### src/sv/pufs_pkg.sv
`timescale 1ns / 1ps
// shared constants, types and helper functions of the packed unit field store
package pufs_pkg;

    // cell store geometry
    localparam int CELL_BITS     = 64;
    localparam int CELL_LOG2     = $clog2(CELL_BITS);
    localparam int STORE_CELLS   = 64;
    localparam int CELL_ADDR_W   = (STORE_CELLS > 1) ? $clog2(STORE_CELLS) : 1;

    // field widths
    localparam int UNIT_MAX_LOG2 = 5;
    localparam int UNIT_BITS     = 32;
    localparam int IDX_W         = 12;
    localparam int COUNT_W       = 13;
    localparam int WL_W          = 3;
    localparam int ACTION_W      = 2;
    localparam int POS_W         = IDX_W + UNIT_MAX_LOG2;
    localparam int CELL_IDX_W    = POS_W - CELL_LOG2;
    localparam int LANE_W        = UNIT_MAX_LOG2;

    // stream payload layout
    localparam int IN_FIELDS_W   = ACTION_W + IDX_W + UNIT_BITS;
    localparam int IN_W          = ((IN_FIELDS_W + 7) / 8) * 8;
    localparam int OUT_FIELDS_W  = 1 + UNIT_BITS;
    localparam int OUT_W         = ((OUT_FIELDS_W + 7) / 8) * 8;
    localparam int OUT_PAD_W     = OUT_W - OUT_FIELDS_W;

    // configuration port
    localparam int CFG_IDX_W     = 2;
    localparam int CFG_DATA_W    = 32;
    localparam logic [CFG_IDX_W-1:0] REG_UNIT_WIDTH_LOG2 = 2'd0;
    localparam logic [CFG_IDX_W-1:0] REG_UNIT_COUNT      = 2'd1;
    localparam logic [CFG_IDX_W-1:0] REG_FILL_VALUE      = 2'd2;
    localparam logic [COUNT_W-1:0]   UNIT_COUNT_RESET    = 13'd4096;

    // request actions
    localparam logic [ACTION_W-1:0] ACT_SET  = 2'd0;
    localparam logic [ACTION_W-1:0] ACT_GET  = 2'd1;
    localparam logic [ACTION_W-1:0] ACT_FILL = 2'd2;

    // what the modify stage does with a request
    typedef enum logic [1:0] {
        STEP_SET,
        STEP_GET,
        STEP_REFUSE,
        STEP_FILL
    } step_kind_t;

    // decoded request
    typedef struct packed {
        step_kind_t                   kind;
        logic [CELL_ADDR_W-1:0]       cell_addr;
        logic [CELL_LOG2-1:0]         shift;
        logic [UNIT_BITS-1:0]         mask;
    } req_info_t;

    // fill sequencer control toward the top level
    typedef struct packed {
        logic busy;
        logic wr_en;
        logic done;
    } fill_ctrl_t;

    typedef enum logic {
        FILL_IDLE,
        FILL_SWEEP
    } fill_state_t;

    // width codes above the largest unit saturate
    function automatic logic [WL_W-1:0] sat_log2(input logic [WL_W-1:0] wl);
        sat_log2 = (wl > WL_W'(UNIT_MAX_LOG2)) ? WL_W'(UNIT_MAX_LOG2) : wl;
    endfunction

    function automatic logic [UNIT_BITS-1:0] width_mask(input logic [WL_W-1:0] wl);
        logic [UNIT_BITS-1:0] m;
        unique case (wl)
            3'd0:    m = 32'h0000_0001;
            3'd1:    m = 32'h0000_0003;
            3'd2:    m = 32'h0000_000F;
            3'd3:    m = 32'h0000_00FF;
            3'd4:    m = 32'h0000_FFFF;
            default: m = 32'hFFFF_FFFF;
        endcase
        width_mask = m;
    endfunction

endpackage

### src/sv/pufs_fill_seq.sv
`timescale 1ns / 1ps
// fill sequencer: builds the replicated cell pattern and sweeps every cell
module pufs_fill_seq
    import pufs_pkg::*;
(
    input  logic                   clk,
    input  logic                   rst_n,
    input  logic                   start,
    input  logic [WL_W-1:0]        unit_width_log2,
    input  logic [UNIT_BITS-1:0]   fill_value,
    output fill_ctrl_t             ctrl,
    output logic [CELL_ADDR_W-1:0] wr_addr,
    output logic [CELL_BITS-1:0]   wr_data
);

    localparam logic [CELL_ADDR_W-1:0] LAST_CELL = CELL_ADDR_W'(STORE_CELLS - 1);

    fill_state_t              state_reg;
    fill_state_t              state_next;
    logic [CELL_ADDR_W-1:0]   cnt_reg;
    logic [CELL_BITS-1:0]     pattern_reg;
    logic [CELL_BITS-1:0]     pattern;
    logic [WL_W-1:0]          wl;
    logic [UNIT_BITS-1:0]     fv;
    logic [LANE_W-1:0]        lane_mask;
    logic                     last;

    // every cell bit takes the unit bit at the same offset within its slot
    always_comb
    begin
        wl        = sat_log2(unit_width_log2);
        fv        = fill_value & width_mask(wl);
        lane_mask = LANE_W'((6'd1 << wl) - 6'd1);
        for (int b = 0; b < CELL_BITS; b++)
        begin
            pattern[b] = fv[LANE_W'(b) & lane_mask];
        end
    end

    assign last = (cnt_reg == LAST_CELL);

    always_comb
    begin
        state_next = state_reg;
        unique case (state_reg)
            FILL_IDLE:
            begin
                if (start)
                begin
                    state_next = FILL_SWEEP;
                end
            end
            FILL_SWEEP:
            begin
                if (last)
                begin
                    state_next = FILL_IDLE;
                end
            end
            default: state_next = FILL_IDLE;
        endcase
    end

    always_comb
    begin
        ctrl.busy  = 1'b0;
        ctrl.wr_en = 1'b0;
        ctrl.done  = 1'b0;
        unique case (state_reg)
            FILL_IDLE:
            begin
                ctrl.busy = 1'b0;
            end
            FILL_SWEEP:
            begin
                ctrl.busy  = 1'b1;
                ctrl.wr_en = 1'b1;
                ctrl.done  = last;
            end
            default: ctrl.busy = 1'b0;
        endcase
    end

    assign wr_addr = cnt_reg;
    assign wr_data = pattern_reg;

    always_ff @(posedge clk or negedge rst_n)
    begin
        if (!rst_n)
        begin
            state_reg <= FILL_IDLE;
            cnt_reg   <= '0;
        end
        else
        begin
            state_reg <= state_next;
            if (state_reg == FILL_SWEEP)
            begin
                cnt_reg <= last ? '0 : cnt_reg + 1'b1;
            end
        end
    end

    always_ff @(posedge clk)
    begin
        if (start)
        begin
            pattern_reg <= pattern;
        end
    end

endmodule

### config.mk
export PLATFORM = sky130hd
export DESIGN_NAME = pufs_fill_seq
export DESIGN_NICKNAME = d
export VERILOG_FILES = /design/src/sv/pufs_pkg.sv /design/src/sv/pufs_fill_seq.sv
export SDC_FILE = /design/constraint.sdc
export NUM_CORES = 1
export LEC_CHECK = 0
export BUFFER_PORTS_ARGS = -buffer_cell sky130_fd_sc_hd__buf_4
export CAP_MARGIN = 20
export CORE_MARGIN = 10
export CORE_UTILIZATION = 25
export CTS_CLUSTER_DIAMETER = 120
export DETAILED_ROUTE_END_ITERATION = 10
export SYNTH_ARGS = -nofsm -noshare
export SYNTH_HDL_FRONTEND = slang
export SYNTH_SLANG_ARGS = --single-unit
### constraint.sdc
create_clock -name clk -period 1.5 [get_ports clk]
set_input_delay 0.225 -clock clk [delete_from_list [all_inputs] [get_ports clk]]
set_output_delay 0.225 -clock clk [all_outputs]
set_load 0.05 [all_outputs]
Yosys cells after proc, flatten, opt, wreduce, memory -nomap -nowiden
Cells that the tools add are included.
- add/subtract/negate cells: 2
- order comparisons: 32
- equal/unequal tests: 5
- shift-type cells: 1
- multiplexer cells: 70
- bitwise logic cells: 2
- reduce and logical (&&, ||, !) cells: 1
- operators with widths (kind ; number):
    $pmux 32 s5 ; 1
    $lt 5x6->1 const B ; 16
    $lt 4x6->1 const B ; 8
    $mux 1 ; 38
    $and 32x32->32 ; 1
    $bmux 1 s3 ; 10
    $lt 3x6->1 const B ; 4
    $bmux 1 s2 ; 10
    $bmux 1 s4 ; 5
    $lt 2x6->1 const B ; 2
    $add 6x1->6 const B ; 1
    $eq 3x2->1 const B ; 2
    $eq 6x6->1 const B ; 1
    $lt 1x6->1 const B ; 1
    $mux 6 ; 1
    $bmux 1 s5 ; 1
    $shl 1x3->5 const A ; 1
    $sub 5x1->5 const B ; 1
    $pmux 1 s2 ; 2
    $eq 3x1->1 const B ; 1
    $eq 3x3->1 const B ; 1
    $gt 3x3->1 const B ; 1
    $logic_not 3->1 ; 1
    $mux 3 ; 1
    other kinds (2) ; 2
- flip-flop bits (word level): 71
- bits of input ports: 38
- output and inout port bits: 73
- logic and storage cells: 116

Depth between registers and ports, before layout
- depth after elaboration: 7
- mapped depth: 5
- depth with buffers taken out: 4

Worst setup path before layout
No wires, ideal clock.
- kind: reg2reg
- start point: register cnt_reg[0], in the netlist wr_addr[0]
- end point: register state_reg
- setup time: 0.162 ns
- arrival time: 1.942 ns
- data required time: 1.338 ns
- setup slack: -0.605 ns
- stages on the path, launching flop included: 5
- path buffers: 0
- clock period less this slack: 2.105 ns
- cell sequence: dfrtp_1 > ha_1 > nand4_1 > nor2_1 > nor2_1
- longest elaborated chain between the ends: 3
- ends and longest elaborated chain (what ; line ; source):
    from (decl) ; pufs_fill_seq.sv:20 ; logic [CELL_ADDR_W-1:0] cnt_reg;
    from (signal assigned) ; pufs_fill_seq.sv:99 ; cnt_reg <= last ? '0 : cnt_reg + 1'b1;
    $eq 6x6->1 ; pufs_fill_seq.sv:40 ; assign last = (cnt_reg == LAST_CELL);
    $mux 1 ; pufs_fill_seq.sv:55 ; if (last)
    $pmux 1 s2 ; pufs_fill_seq.sv:45 ; unique case (state_reg)
    net state_next ; pufs_fill_seq.sv:19 ; fill_state_t state_next;
    to (signal assigned) ; pufs_fill_seq.sv:96 ; state_reg <= state_next;
    to (decl) ; pufs_fill_seq.sv:18 ; fill_state_t state_reg;
The timed path passes the listed nets, and every way through them passes these cells.
A chain may end at the register's enable or synchronous reset.

==> key figures <==
Global route
  • First-pass GRT wire length: 9.67 mm
  • Total track usage: 9.41%
  • Largest net degree at the start of global routing: 34
  • Grt ovf: 0
  • Vias in the first global route: 1,824
  • Initial antenna violation count: 0

Yosys
  • Post-synth cell types: 44
  • Area leader, netlist: edfxtp_1
  • Ranking of synthesized cells by area: edfxtp_1, buf_4, dfrtp_1
  • Warnings from Yosys: 0
  • Post-Synthesis Cells: 206
  • #FFs+latches synth: 39
  • Sequential share of the synthesized area: 50.9%
  • Post-Syn Nets: 245
  • Top-area cell type share of the netlist area: 43.0%
  • Post-synth top cells: buf_4, edfxtp_1, nand2_1
  • Post-synth EDFFs: 32
  • Fraction of registers with async set or reset after synthesis: 17.9%
  • Count leader, synth: buf_4
  • Post-Syn Area: 0.00223 mm2
  • Dominant synthesized flop cell: edfxtp_1
  • Syn Area/Cell: 10.8 um2

Die
  • Io pins: 111
  • Core area: 0.00872 mm2
  • Die width: 115 um
  • Die area: 0.0131 mm2
  • Initial core utilization: 25.6%
  • Standard-cell rows: 34
  • Die Ht: 115 um

STA
  • Tcrit/Tclk final: 101%
  • Setup TNS: -8.46 ps
  • Crit path time final: 1510 ps
  • FMAX: 0.663 GHz
  • RSZ-0062 raised after global routing: true
  • Worst-margin pin slew: 427 ps
  • Setup ws final: -8.46 ps
  • Final Slew Violations: 0
  • Hold violation count in the final report: 0
  • Fin Clk Skew: 0.623 ps
  • Max-slew headroom: 71.5%
  • # setup viols final: 1
  • Hold Slack: 157 ps

CTS
  • Reg clk slew, reported paths: 70 ps
  • Clock Tree Buf Depth: 2
  • CTS tree: done
  • Clk root buf: clkbuf_8
  • Clk_lat worst skew: 280 ps
  • CTS buffer count: 5
  • CTS Sinks: 39
  • Clock H-tree levels: 2

Status
  • Failing checks: setup timing
  • Status: finished with violations

Drt
  • DR WL/cell: 15.9 um
  • Iteration-0 DRC Markers: 105
  • Detailed Route WL: 6.45 mm
  • # DRC: 0
  • Drt first pass iters: 4
  • Detail Route Antenna Nets: 0
  • Via Count: 1,778
  • Vias per cell: 4.38

Pwr
  • Leak: 1.38 nW
  • Tot Pwr: 4.38 mW
  • VDD IR-drop max: 449 uV
  • PD cells: 1380 mW/mm2

Placement
  • DP HPWL: 5.09 mm
  • RePlAce Congestion: 0.733
  • I/O Buffers: 110

Setup path
  • Crit start category: flop
  • Worst setup EP type: output port
  • CP Data Arrival Time: 1280 ps
  • FF-to-FF End: wr_addr[5]
  • Worst reg2reg startpoint: wr_addr[0]
  • Critical path class: reg -> out
  • CP Data Required Time: 1270 ps
  • Max FO, Critical Path: 2
  • Reg2reg path depth: 4
  • R2R Setup Slk: 260 ps
  • CP Launch Point: wr_addr[1]

Run
  • MaxCap Viol Count: 0

Cells and area
  • Share of post-route cells with drive strength above 1: 51.7%
  • Max FFs per register: 32
  • Area growth, synth to finish: 42.3%
  • Nets: 336
  • Fillcell total: 852
  • Layout Utilization: 36.4%
  • Antenna Cells: 0

Min path
  • Hold Path End: wr_data[32]
  • Hold wc startpoint: fill_value[0]
  • Hold WC Path Type: in -> reg
  • Worst Hold Path Cells: 1
[what timing repair did]
action | in CTS | in global routing
hold buffers | 1 | 0
pin swaps | 2 | 0
setup buffers | 5 | 1
gates resized for setup | 1 | 0
endpoints found under the setup margin | 1 | 1
endpoints found under the hold margin | 7 | 0
[worst max path at each step]
stage	to	slack (ps)
2_1_floorplan	ctrl[0]	0.7
3_3_place_gp	wr_data[50]	30
3_5_place_dp	wr_data[50]	10
4_1_cts	ctrl[0]	-30
5_1_grt	ctrl[0]	-70
6_report	ctrl[0]	-8
[power by group]
group | leakage, nW | switching, mW | internal (mW)
registers | 0.389 | 0.166 | 1.39
clock network | 0.0515 | 0.362 | 0.420
logic | 0.936 | 1.36 | 0.694
[worst max-delay path: stages (launching register included)]
cell and delay, ps:
dfrtp_2 390, ha_4 140, nand4_1 160, nor2_4 140
buf_6 170
[stage by stage]
step                cell area (um2)  setup WS, ps  cells
finish                         3180         -8.46    406
global route                   3180         -74.8    406
CTS                            3170         -32.4    405
detailed placement             3020          13.2    391
global placement               3020          27.0    391
floorplan                      2260         0.656    206
[logic make-up (layout without fill, tap and decap cells)]
logic type / Yosys count / in the layout / share of synthesized area, %
simple gates: 52 / 52 / 10.9
buf+inv: 51 / 143 / 15.1
compound gates: 42 / 42 / 12.4
flops: 39 / 39 / 50.9
mux: 18 / 18 / 8.96
xor+xnor: 3 / 3 / 1.18
fa+ha+maj: 1 / 1 / 0.560
[cell usage in the layout, fill, tap and decap left out, drive strengths merged, types with 3 or more instances in the layout]
cell / instances
nor2: 17
nand2: 17
clkbuf: 8
a21oi: 10
o211ai: 3
mux2i: 8
buf: 128
mux2: 10
inv: 6
nor3: 3
o21a: 4
nand2b: 4
dfrtp: 7
edfxtp: 32
o21ai: 10
[layer usage]
metal | vias to the layer above | wire (um) | track usage (%)
li1 | 886 | - | -
met5 | - | 0 | 0
met4 | 0 | 50 | 2.76
met1 | 814 | 2700 | 10.4
met2 | 72 | 3010 | 15.3
met3 | 6 | 693 | 5.08
[final cells by class]
type / count / area [um2] / share of cell area (%)
Clock buffer: 8 / 100 / 3.15
Inverter: 6 / 22.5 / 0.709
Multi-Input combinational cell: 116 / 779 / 24.5
Sequential cell: 39 / 1140 / 35.9
Tap cell: 108 / 135 / 4.25
Timing Repair Buffer: 129 / 1000 / 31.5
Power figures use the tool's default switching activity.
