===== src/sv/pufs_pkg.sv =====
`timescale 1ns / 1ps
// shared constants, types and helper functions of the packed unit field store
package pufs_pkg;

    // cell store geometry
    localparam int CELL_BITS     = 64;
    localparam int CELL_LOG2     = $clog2(CELL_BITS);
    localparam int STORE_CELLS   = 64;
    localparam int CELL_ADDR_W   = (STORE_CELLS > 1) ? $clog2(STORE_CELLS) : 1;

    // field widths
    localparam int UNIT_MAX_LOG2 = 5;
    localparam int UNIT_BITS     = 32;
    localparam int IDX_W         = 12;
    localparam int COUNT_W       = 13;
    localparam int WL_W          = 3;
    localparam int ACTION_W      = 2;
    localparam int POS_W         = IDX_W + UNIT_MAX_LOG2;
    localparam int CELL_IDX_W    = POS_W - CELL_LOG2;
    localparam int LANE_W        = UNIT_MAX_LOG2;

    // stream payload layout
    localparam int IN_FIELDS_W   = ACTION_W + IDX_W + UNIT_BITS;
    localparam int IN_W          = ((IN_FIELDS_W + 7) / 8) * 8;
    localparam int OUT_FIELDS_W  = 1 + UNIT_BITS;
    localparam int OUT_W         = ((OUT_FIELDS_W + 7) / 8) * 8;
    localparam int OUT_PAD_W     = OUT_W - OUT_FIELDS_W;

    // configuration port
    localparam int CFG_IDX_W     = 2;
    localparam int CFG_DATA_W    = 32;
    localparam logic [CFG_IDX_W-1:0] REG_UNIT_WIDTH_LOG2 = 2'd0;
    localparam logic [CFG_IDX_W-1:0] REG_UNIT_COUNT      = 2'd1;
    localparam logic [CFG_IDX_W-1:0] REG_FILL_VALUE      = 2'd2;
    localparam logic [COUNT_W-1:0]   UNIT_COUNT_RESET    = 13'd4096;

    // request actions
    localparam logic [ACTION_W-1:0] ACT_SET  = 2'd0;
    localparam logic [ACTION_W-1:0] ACT_GET  = 2'd1;
    localparam logic [ACTION_W-1:0] ACT_FILL = 2'd2;

    // what the modify stage does with a request
    typedef enum logic [1:0] {
        STEP_SET,
        STEP_GET,
        STEP_REFUSE,
        STEP_FILL
    } step_kind_t;

    // decoded request
    typedef struct packed {
        step_kind_t                   kind;
        logic [CELL_ADDR_W-1:0]       cell_addr;
        logic [CELL_LOG2-1:0]         shift;
        logic [UNIT_BITS-1:0]         mask;
    } req_info_t;

    // fill sequencer control toward the top level
    typedef struct packed {
        logic busy;
        logic wr_en;
        logic done;
    } fill_ctrl_t;

    typedef enum logic {
        FILL_IDLE,
        FILL_SWEEP
    } fill_state_t;

    // width codes above the largest unit saturate
    function automatic logic [WL_W-1:0] sat_log2(input logic [WL_W-1:0] wl);
        sat_log2 = (wl > WL_W'(UNIT_MAX_LOG2)) ? WL_W'(UNIT_MAX_LOG2) : wl;
    endfunction

    function automatic logic [UNIT_BITS-1:0] width_mask(input logic [WL_W-1:0] wl);
        logic [UNIT_BITS-1:0] m;
        unique case (wl)
            3'd0:    m = 32'h0000_0001;
            3'd1:    m = 32'h0000_0003;
            3'd2:    m = 32'h0000_000F;
            3'd3:    m = 32'h0000_00FF;
            3'd4:    m = 32'h0000_FFFF;
            default: m = 32'hFFFF_FFFF;
        endcase
        width_mask = m;
    endfunction

endpackage


===== src/sv/pufs_cell_mem.sv =====
`timescale 1ns / 1ps
// cell memory with registered read port and per-cell valid bits for reset clear
module pufs_cell_mem
    import pufs_pkg::*;
(
    input  logic                   clk,
    input  logic                   rst_n,
    input  logic                   wr_en,
    input  logic [CELL_ADDR_W-1:0] wr_addr,
    input  logic [CELL_BITS-1:0]   wr_data,
    input  logic                   rd_en,
    input  logic [CELL_ADDR_W-1:0] rd_addr,
    output logic [CELL_BITS-1:0]   rd_data
);

    logic [CELL_BITS-1:0]   mem_array [STORE_CELLS];
    logic [STORE_CELLS-1:0] vld_reg;
    logic [CELL_BITS-1:0]   rd_data_reg;
    logic                   rd_vld_reg;

    always_ff @(posedge clk)
    begin
        if (wr_en)
        begin
            mem_array[wr_addr] <= wr_data;
        end
        if (rd_en)
        begin
            rd_data_reg <= mem_array[rd_addr];
        end
    end

    always_ff @(posedge clk or negedge rst_n)
    begin
        if (!rst_n)
        begin
            vld_reg    <= '0;
            rd_vld_reg <= 1'b0;
        end
        else
        begin
            if (wr_en)
            begin
                vld_reg[wr_addr] <= 1'b1;
            end
            if (rd_en)
            begin
                rd_vld_reg <= vld_reg[rd_addr];
            end
        end
    end

    // never-written cells read as zero
    assign rd_data = rd_vld_reg ? rd_data_reg : '0;

endmodule


===== config.mk =====
export PLATFORM = sky130hd
export DESIGN_NAME = pufs_cell_mem
export DESIGN_NICKNAME = d
export VERILOG_FILES = /design/src/sv/pufs_pkg.sv /design/src/sv/pufs_cell_mem.sv
export SDC_FILE = /design/constraint.sdc
export NUM_CORES = 2
export LEC_CHECK = 0
export BUFFER_PORTS_ARGS = -buffer_cell sky130_fd_sc_hd__buf_2
export CAP_MARGIN = 20
export CORE_MARGIN = 5
export CORE_UTILIZATION = 35
export DETAILED_ROUTE_END_ITERATION = 6
export GPL_TIMING_DRIVEN = 0
export PLACE_DENSITY = 0.58
export SLEW_MARGIN = 25
export SYNTH_ARGS = -nofsm -noshare
export SYNTH_HDL_FRONTEND = slang
export SYNTH_SLANG_ARGS = --single-unit
export TNS_END_PERCENT = 50

===== constraint.sdc =====
create_clock -name clk -period 1.95 [get_ports clk]
set_input_delay 0.195 -clock clk [delete_from_list [all_inputs] [get_ports clk]]
set_output_delay 0.195 -clock clk [all_outputs]
set_load 0.005 [all_outputs]

# Word level (Yosys, flattened, before mapping)
# Memory sizes are Yosys's and may differ from the RTL's. A register that Yosys moved wholly into a read port is not among the register bits.
# Cells that the tools add are included.
# totals
regBits	65
ramBits	4096
word_cells	15
n_memories	1
# op_classes
n_lt_le_gt_ge	3
muxes	7
bitwise	1
reduce_logical	1
# memory_table
memory	words	width	read_ports	rd_clocked_by_memory_dff	write_ports	line_no	source
mem_array	64	64	1	1	1	pufs_cell_mem.sv:16	logic [CELL_BITS-1:0] mem_array [STORE_CELLS];
# ops
op	count
2-to-1 mux 64 bit	1
bitwise OR 64 bit	1
< comparator 6 x 7 -> 1 bit, second input constant	2
binary-select mux 1 bit (select 6 bit)	1
demux 1 bit (select 6 bit)	1
greater-or-equal comparator 6 x 1 -> 1 bit, second input constant	1
2-to-1 mux 1 bit	4
logical AND 1 bit	1

# Logic depth before layout (Yosys ltp)
# depth
ltp_word	5
ltp_mapped	9

# Worst setup path before layout
# Ideal clock, no wire load.
# synth_path
path_kind	input port to flip-flop
start	input wr_addr[3]
end	register vld_reg[48]
arrival_ps	5731
t_required_ps	1858
setup_slack_ps	-3873
stages	5
cell_sequence	clkbuf_1 -> nand4b_1 -> or2_2 -> nor3_1 -> or2_2
# synth_between
elab_chain_cells	5
# synth_lines
element	line_no	source
from (decl)	pufs_cell_mem.sv:9	input logic [CELL_ADDR_W-1:0] wr_addr,
< comparator 6 x 7 -> 1 bit (not written as such) / greater-or-equal comparator 6 x 1 -> 1 bit (equally long branches)	pufs_cell_mem.sv:44	vld_reg[wr_addr] <= 1'b1;
logical AND 1 bit (not written as such)	pufs_cell_mem.sv:44	
2-to-1 mux 1 bit (not written as such)	pufs_cell_mem.sv:44	
demux 1 bit (select 6 bit) *	pufs_cell_mem.sv:44	
bitwise OR 64 bit (no line) *	-	
to (signal assigned)	pufs_cell_mem.sv:37	vld_reg <= '0;
to (signal, indexed assignment)	pufs_cell_mem.sv:44	
to (decl)	pufs_cell_mem.sv:17	logic [STORE_CELLS-1:0] vld_reg;
# Every way passes the cells marked *; elsewhere a longest branch is shown, timed or not.
# A chain may end at the register's enable or synchronous reset.

# Worst setup path in the final report
# layout_path
start	register rd_vld_reg
end	output rd_data[23]
# layout_between
elab_chain_cells	1
# layout_lines
element	line_no	source
from (decl)	pufs_cell_mem.sv:19	logic rd_vld_reg;
from (signal assigned)	pufs_cell_mem.sv:48	rd_vld_reg <= vld_reg[rd_addr];
2-to-1 mux 64 bit	pufs_cell_mem.sv:54	assign rd_data = rd_vld_reg ? rd_data_reg : '0;
to (decl)	pufs_cell_mem.sv:13	output logic [CELL_BITS-1:0] rd_data
# Every way passes these cells.

==> reports/summary.md <==
The tightest hold path in the finished design has a slack of 56.4 ps. The routed wire length per instance was 30.6 um. STA puts the critical path data arrival time at 2240 ps.

The switching share of power is 21.3%, and the via count of the first global-routing pass is 75,977. STA classifies the critical path startpoint as a flop. For the area of the core, the log shows 0.456 mm^2. Cell internal power was estimated by the tool at 150 mW. Maximum resistive drop on vdd: 0.752 mV.

The number of nets in the synthesized netlist is 6,390. For the number of placed I/O pins, the log shows 144. The classification of the worst-slack hold path is in -> reg. Setup repair after global routing could not meet its margin everywhere. In this run the power density over the cells is 994 mW/mm^2.

In this run, CTS created clock tree buffers numbering 416. The register clock-pin slew on the reported worst setup and hold paths was 70 ps. The clock passes through at most 4 buffers. The run gives 5 as the H-tree depth reported by CTS.

At the end of routability-driven placement, the weighted congestion stood at 0.753. The die is 686 um wide. Most used flip-flop cell after synthesis: edfxtp_1. Combinational logic is responsible for 5.6% of the overall power.

The post-route netlist has 38.4% of its cells at a drive strength greater than 1. The placement row count is 248. Along the worst path, the maximum fanout reaches 6.

After technology mapping, the gate count stands at 6,310. Global routing used 17.4% of the available tracks across all layers. The post-route worst setup slack is -487 ps. The worst setup path is captured at a primary output. For the total number of yosys warnings, the log shows 0.

The die covers 0.470 mm^2. The tools report the final setup skew as 51.7 ps. The synthesized design contains 4,225 register bits.

In the final design database the tool counted 7,370 nets. After synthesis the cells add up to 0.160 mm^2. The logs give 0 for the hold violation count in the final report and 583,000 um for the first-pass GRT wire length.

Detailed routing inserted a total of 73,221 vias. The data required time at the worst endpoint is 1750 ps. The part of the cycle the worst path needs was 125%; the number of flip-flops in the largest register was 4,096. Once detailed placement completed, the half-perimeter wirelength came to 294,000 um.

After filler insertion, the fill cell instance count of the layout stands at 38,444. Summed over all cells, the static leakage comes to 60.0 nW. The clock network accounts for 41.5% of the total power. Each instance of the synthesized netlist takes up on average 25.3 um^2.

Of all cell types, the one taking the most synthesized area is edfxtp_1. For the initial antenna violation count, the log shows 35. The CTS root buffer is clkbuf_16.

After layout, the minimum clock period comes to 2440 ps. Global routing finished with a remaining overflow of 0. The top cell type by area accounts for 78.2% of the synthesized area.

The synthesized design contains 4,160 enable-type register cells. The distinct cell type count after synthesis was 29. Buffers placed on the I/O ports in this run total 133.

For this design, the sink count on the clock tree is 4,225. For the detailed-route DRC error count, the log shows 0. In the post-synthesis netlist, the biggest area contributors are edfxtp_1, mux4_2, dfrtp_1, a22oi_1, clkbuf_1. The via-per-instance ratio works out to 5.36.

The final count of pins violating max slew came out at 0. The detailed router finished its first iteration with 8,268 violations. The run gives 26.2% as the relative max-transition margin. The pre-antenna-repair detailed-routing pass consisted of 5 iterations.

The area growth from synthesis to layout is 20.1%. Measured along the y axis, the die boundary spans 686 um. For the pin with the worst max-slew slack, the measured transition is 1110 ps. TritonCTS built the clock tree. Max-cap violations in this run came to 0. The pin count of the biggest net entering global routing was 66. The share of total power dissipated in sequential elements is 53.0%. For the share of synthesized area occupied by flip-flops and latches, the log shows 79.2%.

The detailed-route wire length came out at 418,000 um. The logs give -2310 ps for the minimum setup slack after placement and 950 ps for the insertion delay to the later sink of the worst-skew pair. edfxtp_1 is the most common cell in the netlist.

The tools report the net switching power of the design as 40.6 mW. For this configuration, the core starts out at a cell density of 35.1%. For this run, asynchronously set or reset flops after synthesis account for 1.54%. The worst setup path is of the reg -> out kind.

Once detail routing completed, the nets flagged for antenna violations numbered 0. For the highest clock rate, the log shows 410 MHz. The flow ran to the end, but the final reports show violations. The checks that failed: negative setup slack.

The commonest cells after synthesis are edfxtp_1, mux4_2, clkbuf_1. The number of failing setup endpoints in the final timing report came out at 634.
-- per-layer routing --
metal	up-vias	part of all wire (%)	GRT usage [%]
li1	29551	-	-
met1	40180	38	22.6
met2	2960	52	30.4
met3	524	7.3	3.10
met4	6	2.4	4.35
met5	-	0.0098	0
-- kinds of logic (layout without fill, tap and decap cells) --
logic type / count (synthesis) / after routing / synth area share [%]
compound gates: 139 / 139 / 0.653
buf+inv: 337 / 1665 / 0.900
other cells: 0 / 29 / 0
mux: 1309 / 1309 / 18.3
flops: 4225 / 4225 / 79.2
simple gates: 300 / 300 / 0.948
-- final cells by class --
cell class / count / area, um^2 / area share (%)
sequential: 4225 / 127000 / 65.9
multi-input combinational: 1748 / 32900 / 17.2
clock buffer: 511 / 10900 / 5.68
timing repair buffer: 562 / 8930 / 4.65
tap: 6000 / 7510 / 3.91
clock inverter: 255 / 2500 / 1.30
buffer: 334 / 2470 / 1.29
antenna: 29 / 72.6 / 0.0378
inverter: 3 / 11.3 / 0.00587
-- layout by cell type, fill, tap and decap left out, types with 85 or more instances in the layout --
cell type,n
edfxtp_1,4160
mux4_2,1289
clkbuf_16,426
buf_12,177
buf_4,147
clkbuf_1,128
buf_16,116
buf_2,95
clkinv_1,86
clkinv_2,85
-- critical path, stage by stage, from the launching register on --
cell and delay, ps:
dfrtp_1 410, clkbuf_16 190, buf_16 160, clkbuf_16 220
and2_4 160, buf_6 110
-- power by group through the flow --
stage	registers, mW	clock network, mW	logic, mW
4_1_cts	101	80.6	10.7
5_1_grt	101	84.5	11.2
3_5_place_dp	103	0	9.98
3_3_place_gp	103	0	9.43
6_report	101	79.1	10.6
2_1_floorplan	103	0	5.30
-- repair_timing --
item / CTS / global route
cloned: 2 / 1
hold buffers: 78 / 9
resized for setup: 510 / 47
hold endpoints to repair: 4086 / 356
pin swaps: 102 / 30
endpoints found under the setup margin: 232 / 1463
buffers inserted: 1 / 44
-- worst paths after layout --
check,start,end,slack (ps),depth (start not counted)
worst max-delay path,rd_vld_reg$_DFFE_PN0P_,rd_data[23],-490,5
worst min-delay path,wr_addr[5],mem_array[49][35]$_DFFE_PP_,60,6
worst max register to register,mem_array[56][60]$_DFFE_PP_,rd_data_reg[60]$_DFFE_PP_,-190,4
worst min register to register,vld_reg[43]$_DFFE_PN0P_,vld_reg[43]$_DFFE_PN0P_,460,1
max in group asynchronous,rst_n,vld_reg[35]$_DFFE_PN0P_,880,3
min in group asynchronous,rst_n,vld_reg[8]$_DFFE_PN0P_,480,3
-- through the flow --
step / cells / util [%] / instance area (um^2) / total power, mW / TNS [ps]
2_1_floorplan: 6310 / - / 160000 / 108 / -2151500
3_3_place_gp: 12443 / 37.0 / 169000 / 112 / -9007680
6_report: 13667 / 42.1 / 192000 / 191 / -112850
5_1_grt: 13649 / 42.1 / 192000 / 197 / -109900
3_5_place_dp: 12737 / 38.5 / 175000 / 113 / -1883380
4_1_cts: 13584 / 41.9 / 191000 / 192 / -188370
Power figures use the tool's default switching activity.
