===== src/sv/pufs_pkg.sv =====
`timescale 1ns / 1ps
// shared constants, types and helper functions of the packed unit field store
package pufs_pkg;

    // cell store geometry
    localparam int CELL_BITS     = 64;
    localparam int CELL_LOG2     = $clog2(CELL_BITS);
    localparam int STORE_CELLS   = 64;
    localparam int CELL_ADDR_W   = (STORE_CELLS > 1) ? $clog2(STORE_CELLS) : 1;

    // field widths
    localparam int UNIT_MAX_LOG2 = 5;
    localparam int UNIT_BITS     = 32;
    localparam int IDX_W         = 12;
    localparam int COUNT_W       = 13;
    localparam int WL_W          = 3;
    localparam int ACTION_W      = 2;
    localparam int POS_W         = IDX_W + UNIT_MAX_LOG2;
    localparam int CELL_IDX_W    = POS_W - CELL_LOG2;
    localparam int LANE_W        = UNIT_MAX_LOG2;

    // stream payload layout
    localparam int IN_FIELDS_W   = ACTION_W + IDX_W + UNIT_BITS;
    localparam int IN_W          = ((IN_FIELDS_W + 7) / 8) * 8;
    localparam int OUT_FIELDS_W  = 1 + UNIT_BITS;
    localparam int OUT_W         = ((OUT_FIELDS_W + 7) / 8) * 8;
    localparam int OUT_PAD_W     = OUT_W - OUT_FIELDS_W;

    // configuration port
    localparam int CFG_IDX_W     = 2;
    localparam int CFG_DATA_W    = 32;
    localparam logic [CFG_IDX_W-1:0] REG_UNIT_WIDTH_LOG2 = 2'd0;
    localparam logic [CFG_IDX_W-1:0] REG_UNIT_COUNT      = 2'd1;
    localparam logic [CFG_IDX_W-1:0] REG_FILL_VALUE      = 2'd2;
    localparam logic [COUNT_W-1:0]   UNIT_COUNT_RESET    = 13'd4096;

    // request actions
    localparam logic [ACTION_W-1:0] ACT_SET  = 2'd0;
    localparam logic [ACTION_W-1:0] ACT_GET  = 2'd1;
    localparam logic [ACTION_W-1:0] ACT_FILL = 2'd2;

    // what the modify stage does with a request
    typedef enum logic [1:0] {
        STEP_SET,
        STEP_GET,
        STEP_REFUSE,
        STEP_FILL
    } step_kind_t;

    // decoded request
    typedef struct packed {
        step_kind_t                   kind;
        logic [CELL_ADDR_W-1:0]       cell_addr;
        logic [CELL_LOG2-1:0]         shift;
        logic [UNIT_BITS-1:0]         mask;
    } req_info_t;

    // fill sequencer control toward the top level
    typedef struct packed {
        logic busy;
        logic wr_en;
        logic done;
    } fill_ctrl_t;

    typedef enum logic {
        FILL_IDLE,
        FILL_SWEEP
    } fill_state_t;

    // width codes above the largest unit saturate
    function automatic logic [WL_W-1:0] sat_log2(input logic [WL_W-1:0] wl);
        sat_log2 = (wl > WL_W'(UNIT_MAX_LOG2)) ? WL_W'(UNIT_MAX_LOG2) : wl;
    endfunction

    function automatic logic [UNIT_BITS-1:0] width_mask(input logic [WL_W-1:0] wl);
        logic [UNIT_BITS-1:0] m;
        unique case (wl)
            3'd0:    m = 32'h0000_0001;
            3'd1:    m = 32'h0000_0003;
            3'd2:    m = 32'h0000_000F;
            3'd3:    m = 32'h0000_00FF;
            3'd4:    m = 32'h0000_FFFF;
            default: m = 32'hFFFF_FFFF;
        endcase
        width_mask = m;
    endfunction

endpackage


===== src/sv/pufs_req_decode.sv =====
`timescale 1ns / 1ps
// request decode: cell address, bit offset, unit mask and range checks
module pufs_req_decode
    import pufs_pkg::*;
(
    input  logic [WL_W-1:0]      unit_width_log2,
    input  logic [COUNT_W-1:0]   count_limit,
    input  logic [ACTION_W-1:0]  action,
    input  logic [IDX_W-1:0]     unit_index,
    input  logic [UNIT_BITS-1:0] write_value,
    output req_info_t            info
);

    logic [WL_W-1:0]       wl;
    logic [UNIT_BITS-1:0]  mask;
    logic [POS_W-1:0]      pos;
    logic [CELL_IDX_W-1:0] cell_full;
    logic                  idx_ok;
    logic                  cell_ok;
    logic                  fits;

    always_comb
    begin
        wl        = sat_log2(unit_width_log2);
        mask      = width_mask(wl);
        // bit position of the unit across the whole store
        pos       = POS_W'(unit_index) << wl;
        cell_full = pos[POS_W-1:CELL_LOG2];
        idx_ok    = COUNT_W'(unit_index) < count_limit;
        cell_ok   = cell_full < CELL_IDX_W'(STORE_CELLS);
        fits      = (write_value & ~mask) == '0;

        info.cell_addr = cell_full[CELL_ADDR_W-1:0];
        info.shift     = pos[CELL_LOG2-1:0];
        info.mask      = mask;

        unique case (action)
            ACT_SET:  info.kind = (idx_ok && cell_ok && fits) ? STEP_SET : STEP_REFUSE;
            ACT_GET:  info.kind = (idx_ok && cell_ok) ? STEP_GET : STEP_REFUSE;
            ACT_FILL: info.kind = STEP_FILL;
            default:  info.kind = STEP_REFUSE;
        endcase
    end

endmodule


===== config.mk =====
export PLATFORM = sky130hd
export DESIGN_NAME = pufs_req_decode
export DESIGN_NICKNAME = d
export VERILOG_FILES = /design/src/sv/pufs_pkg.sv /design/src/sv/pufs_req_decode.sv
export SDC_FILE = /design/constraint.sdc
export NUM_CORES = 1
export LEC_CHECK = 0
export ABC_AREA = 1
export BUFFER_PORTS_ARGS = -buffer_cell sky130_fd_sc_hd__clkbuf_2
export CAP_MARGIN = 20
export CORE_MARGIN = 3
export CORE_UTILIZATION = 35
export DETAILED_ROUTE_END_ITERATION = 8
export PLACE_DENSITY = 0.84
export SLEW_MARGIN = 30
export SYNTH_ARGS = -nofsm -noshare
export SYNTH_HDL_FRONTEND = slang
export SYNTH_SLANG_ARGS = --single-unit

===== constraint.sdc =====
create_clock -name vclk -period 4.7
set_input_delay 0.94 -clock vclk [all_inputs]
set_output_delay 0.94 -clock vclk [all_outputs]
set_load 0.02 [all_outputs]

### Word level (Yosys, flattened, before mapping)

Cells that the tools add are included.

* order comparisons: 3
* mux-type cells: 5
* shift operators: 1
* bitwise logic cells: 2
* equality and inequality tests: 6
* reduce and logical (&&, ||, !) cells: 5

Operators with widths (count)
* $pmux 32 s5: 1
* $and 32x32->32: 1
* $logic_not 32->1: 1
* $not 32->32: 1
* $shl 12x3->17: 1
* $lt 12x13->1: 1
* $lt 11x7->1 const B: 1
* $eq 3x2->1 const B: 2
* $pmux 2 s3: 1
* $mux 2: 2
* $eq 3x1->1 const B: 1
* $eq 3x3->1 const B: 1
* $gt 3x3->1 const B: 1
* $logic_not 3->1: 1
* $mux 3: 1
* $eq 2x1->1 const B: 1
* $eq 2x2->1 const B: 1
* $logic_and 1x1->1: 2
* $logic_not 2->1: 1

* flip-flop bits (word level): 0
* word-level logic and storage cells: 22
* output and inout port bits: 46

### Longest topological paths before layout

Gate-level depths: netlist of run 1.

* depth in word-level cells: 10
* mapped depth: 12
* mapped depth without buffers: 12

### Worst setup path after synthesis of run 1

OpenSTA, ideal clock, no wires.

* path kind: input to output
* from: input port unit_width_log2[2]
* to: output port info[45] (netlist name)
* buffers on the path: 0
* cell stages on the path: 5
* required time: 3760 ps
* path slack: 1592 ps
* arrival: 2168 ps
* cells stage by stage: inv_2 nor2_1 nor2_1 nor2_1 o21ai_1

RTL lines
* start, declared: RTL line pufs_req_decode.sv:6 `input logic [WL_W-1:0] unit_width_log2,`
* end, declared: RTL line pufs_req_decode.sv:11 `output req_info_t info`

==> results of run 1 <==
## worst min path at each step
stage	startpoint	to	slack, ns	cells past startpoint
CTS	action[1]	info[44]	2.23	4
finish	action[1]	info[44]	2.23	4
global route	action[1]	info[44]	2.25	4
global placement	action[1]	info[44]	2.23	4
detailed placement	action[0]	info[44]	2.23	5
floorplan	unit_width_log2[0]	info[34]	2.04	1
## cell families (layout without fill, tap and decap cells)
family	Yosys count	after routing
simple gates	97	97
other cells	1	1
compound gates	30	30
buf+inv	63	140
mux	1	1
fa+ha+maj	11	11
## metal layers
metal  wire length [um]  share of wire, %  GRT usage (%)
met3                233               7.0          1.622
met4                  0                 0         0.2762
met2               1685                51          30.91
met1               1410                42          21.23
met5                  0                 0              0
## worst max-delay path: stages
cell	delay, ns
clkbuf_2	0.31
nand2_4	0.11
nand2_2	0.24
nand2_1	0.14
nand3_1	0.09
nand2_1	0.06
nand2_1	0.06
nand2_1	0.07
nand2_1	0.08
nor2_1	0.04
o21ai_1	0.07
clkbuf_2	0.18
## report_power, final
| part | total, uW | internal (uW) | switching [uW] |
|---|---|---|---|
| clock | 0 | 0 | 0 |
| combinational | 165 | 62.2 | 103 |
| sequential | 0 | 0 | 0 |
## per-stage QoR
step / total power (uW) / cell area, um^2 / worst slack (ns) / utilization, %
2_1_floorplan: 120.5 / 1102 / 1.592 / -
4_1_cts: 166.7 / 1468 / 1.360 / 51.02
6_report: 165.2 / 1468 / 1.371 / 51.02
5_1_grt: 185.3 / 1468 / 1.122 / 51.02
3_5_place_dp: 166.0 / 1468 / 1.364 / 51.02
3_3_place_gp: 163.0 / 1468 / 1.380 / 51.02
## cells in the final DEF, fill, tap and decap left out
| master | instances |
|---|---|
| clkbuf_2 | 106 |
| nand2_1 | 38 |
| nor2_1 | 32 |
| inv_1 | 31 |
| nand3_1 | 17 |
| o21ai_0 | 13 |
| ha_1 | 11 |
| a21oi_1 | 8 |
| nand4_1 | 4 |
| o221ai_1 | 4 |
| nand2_2 | 2 |
| inv_2 | 2 |
| nand2_4 | 1 |
| nor2_2 | 1 |
| nor3b_1 | 1 |
| o21ai_1 | 1 |
| o22ai_1 | 1 |
| a221oi_2 | 1 |
| mux2i_1 | 1 |
| and2_1 | 1 |
| a221o_1 | 1 |
| o32ai_1 | 1 |
| conb_1 | 1 |
| buf_4 | 1 |
## area by class of cell
type,instances,area [um^2],area share (%)
inverter,33,123.9,8.440
multi-input combinational,140,753.2,51.32
tap,42,52.55,3.581
timing repair buffer,107,538.0,36.66
==> impl_metrics.py, run 1 <==
metrics = {
    "finish": {
        "diodes": 0,
        "seqCellArea_um2": 0,
        "fin_cells": 322,
        "design.seq.count": 0,
        "syn_to_final_growth_pct": 33.14,
        "finalNetCount": 355,
        "clkbuf_count": 0,
        "n_fill_cell": 333,
        "drive_gt1_share_pct": 40.71,
    },
    "timing": {
        "grt_setup_unrepaired": "false",
        "fin_setup_tns_ns": 0,
        "fin_crit_ns": 3.329,
        "slew_viol_final": 0,
        "hold_violations": 0,
        "max_freq_ghz": 0.3004,
        "finalCritPeriodShare_pct": 70.82,
        "fin_hold_ws_ns": 2.229,
        "setup_viol_count_final": 0,
    },
    "floorplan": {
        "start_util_pct": 38.32,
        "die_w_um": 62.12,
        "ioPinCount": 108,
        "dieArea_mm2": 0.003859,
        "core_area_mm2": 0.002877,
        "rows": 19,
        "die_y_um": 62.12,
    },
    "power": {
        "pwr_density_cell_mw_per_mm2": 112.6,
        "p_leak_uw": 0.0009808,
        "ir_drop_v": 0.00005098,
    },
    "logic_synthesis": {
        "synth_top_cells_by_count": "nand2_1 (38), nor2_1 (32), inv_1 (31), buf_4 (28), nand3_1 (17)",
        "synthXorXnorAreaFrac_pct": 0,
        "synth_area_per_cell_um2": 5.430,
        "synth_top_area_cell": "buf_4",
        "synth_top_cell_area_share_pct": 19.07,
        "yosys_warnings": 0,
        "syn_nets": 276,
        "synth_top_family_by_area": "simple AND/OR/NAND/NOR gates",
        "synth_cell_type_count": 25,
        "syn-cell-area_mm2": 0.001102,
        "synthAdderAreaFrac_pct": 12.49,
        "synth.area.mux_share_pct": 0.9081,
        "synth_area_leaders": "buf_4 (19%), nand2_1 (13%), ha_1 (12%), nor2_1 (11%), inv_1 (11%)",
        "synth_compound_area_share_pct": 16.80,
        "synth_most_common_cell": "nand2_1",
        "seq_area_frac_synth_pct": 0,
        "yosys.area_share.simple_pct": 37.80,
        "postSynthCellCount": 203,
    },
    "worst_setup_path": {
        "endpoint": "info[45]",
        "crit_arrival_ns": 2.39,
        "crit_required_ns": 3.76,
        "crit_path_end_kind": "output port",
        "crit_fanout": 18,
        "timing_worst_setup_path_type": "in -> out",
        "crit_start": "unit_width_log2[2]",
        "start_kind": "input port",
    },
    "grt": {
        "grt_pass1_vias": 1347,
        "grt.overflow.total": 0,
        "antenna_found_initial": 0,
        "grt_use_total_pct": 16.42,
        "grt_max_degree": 19,
        "grt_first_pass_wirelength_um": 5678,
    },
    "job": {
        "drv_cap": 0,
    },
    "routing": {
        "routed_via_density": 4.553,
        "drt-initial-drc-count": 37,
        "drtPass1Iterations": 4,
        "vias": 1466,
        "finalWirelength_um": 3330,
        "drc": 0,
        "antenna_left": 0,
        "wl_per_cell_um": 10.34,
    },
    "place": {
        "port_buffers": 106,
        "routabilityCongestion": 0.8561,
        "placed_cells": 322,
        "dp_hpwl_um": 2988,
    },
    "clock_tree": {
        "cts_resized": 0,
        "cts_hold_buf": 0,
        "cts_setup_buffers": 0,
    },
    "run_status": {
        "status": "complete, no violations",
    },
    "worst_hold_path": {
        "hold_class": "in -> out",
    },
}
No activity file was read; power rests on OpenSTA's default activity.
==> inputs of run 2 (changes only) <==
- PLACE_DENSITY: 0.84 -> 0.87
- clock period: 4.7 -> 2.85 ns (I/O delays scaled with it)
==> run 2 against run 1 <==
  * Worst setup slack got worse by 1.1 ns
  * Non-clock buffer count increased by 1
  * Sequential share of layout area unchanged
  * Total power increased by 66%
  * Cell count increased by 0.31%
  * Combinational power increased by 66%
  * Via count increased by 1.1%
  * Critical path depth unchanged
  * Wire length about the same
  * Hold slack got worse by 0.74 ns
  * Critical endpoint unchanged
==> impl_metrics.py, run 2 (same netlist as run 1, synthesis figures left out) <==
metrics = {
    "run_status": {
        "status": "complete, no violations",
    },
    "worst_setup_path": {
        "timing_worst_setup_path_type": "in -> out",
        "start_kind": "input port",
        "crit_fanout": 2,
        "crit_required_ns": 2.28,
        "crit_path_end_kind": "output port",
        "crit_start": "count_limit[2]",
        "crit_arrival_ns": 2.00,
    },
    "finish": {
        "seqCellArea_um2": 0,
        "drive_gt1_share_pct": 40.93,
        "layout_common_cells": "clkbuf_2 (106), nand2_1 (38), nor2_1 (32)",
        "finalNetCount": 356,
        "design.seq.count": 0,
        "clkbuf_count": 0,
        "syn_to_final_growth_pct": 33.82,
        "n_fill_cell": 339,
        "fin_area_mm2": 0.001475,
        "layout_commonest_cell": "clkbuf_2",
        "diodes": 0,
    },
    "grt": {
        "grt_first_pass_wirelength_um": 5658,
        "grt_pass1_vias": 1313,
        "antenna_found_initial": 0,
        "grt_use_total_pct": 16.46,
        "grt.overflow.total": 0,
        "grt_max_degree": 18,
    },
    "floorplan": {
        "core_area_mm2": 0.002877,
        "rows": 19,
        "die_w_um": 62.12,
        "dieArea_mm2": 0.003859,
        "die_y_um": 62.12,
        "ioPinCount": 108,
        "start_util_pct": 38.32,
    },
    "timing": {
        "hold_violations": 0,
        "fin_setup_tns_ns": 0,
        "max_freq_ghz": 0.3895,
        "finalCritPeriodShare_pct": 90.08,
        "fin_crit_ns": 2.567,
        "grt_setup_unrepaired": "false",
        "slew_viol_final": 0,
        "setup_viol_count_final": 0,
    },
    "routing": {
        "wl_per_cell_um": 10.30,
        "routed_via_density": 4.588,
        "finalWirelength_um": 3327,
        "drt-initial-drc-count": 45,
        "vias": 1482,
        "antenna_left": 0,
        "drtPass1Iterations": 4,
        "drc": 0,
    },
    "worst_hold_path": {
        "hold_path.startpoint": "action[0]",
        "hold_class": "in -> out",
    },
    "clock_tree": {
        "cts_hold_buf": 0,
        "cts_setup_buffers": 0,
        "cts_resized": 0,
    },
    "power": {
        "p_leak_uw": 0.0009856,
        "ir_drop_v": 0.00007581,
        "pwr_density_cell_mw_per_mm2": 185.7,
    },
    "place": {
        "port_buffers": 106,
        "placed_area_mm2": 0.001475,
        "dp_hpwl_um": 2989,
        "routabilityCongestion": 0.8734,
    },
    "job": {
        "drv_cap": 0,
    },
}
==> run 2: final timing paths <==
path                   end  slack (ns)  cells after the start
setup / recovery  info[45]        0.28                     12
hold / removal    info[44]        1.49                      5
==> run 2: routing by layer <==
layer / part of all wire [%] / wire length, um / global-route usage [%] / vias to the layer above
met1: 40 / 1323 / 20.26 / 628
li1: - / - / - / 787
met2: 51 / 1704 / 31.45 / 67
met5: 0 / 0 / 0 / -
met4: 0 / 0 / 0.2762 / 0
met3: 9.0 / 298 / 2.703 / 0
==> run 2: worst max-delay path, stage by stage <==
cell and delay (ns):
clkbuf_2 0.08, inv_1 0.03, ha_1 0.29, nand2_1 0.06, inv_1 0.03, o21ai_0 0.13, nand2_1 0.06, o21ai_0 0.32
nand2_1 0.09, nor2_1 0.10, o21ai_1 0.07, clkbuf_2 0.16
==> run 2: layout make-up <==
type	instances	area, um^2	share of cell area, %
Multi-Input combinational cell	140	753.2	51.06
Timing Repair Buffer	108	545.5	36.98
Inverter	33	123.9	8.397
Tap cell	42	52.55	3.562
==> run 2: through the flow <==
step | total power [uW] | hold slack, ns | instances | worst slack [ns] | util, %
global placement | 269.5 | 1.491 | 323 | 0.3359 | 51.28
detailed placement | 274.0 | 1.493 | 323 | 0.3061 | 51.28
finish | 273.9 | 1.490 | 323 | 0.2826 | 51.28
global route | 307.0 | 1.513 | 323 | 0.1495 | 51.28
floorplan | 198.7 | 1.296 | 203 | 0.4820 | -
CTS | 275.2 | 1.494 | 323 | 0.3061 | 51.28
==> run 2: power breakdown <==
part           switching (uW)  internal (uW)
clock                       0              0
combinational             171            103
sequential                  0              0
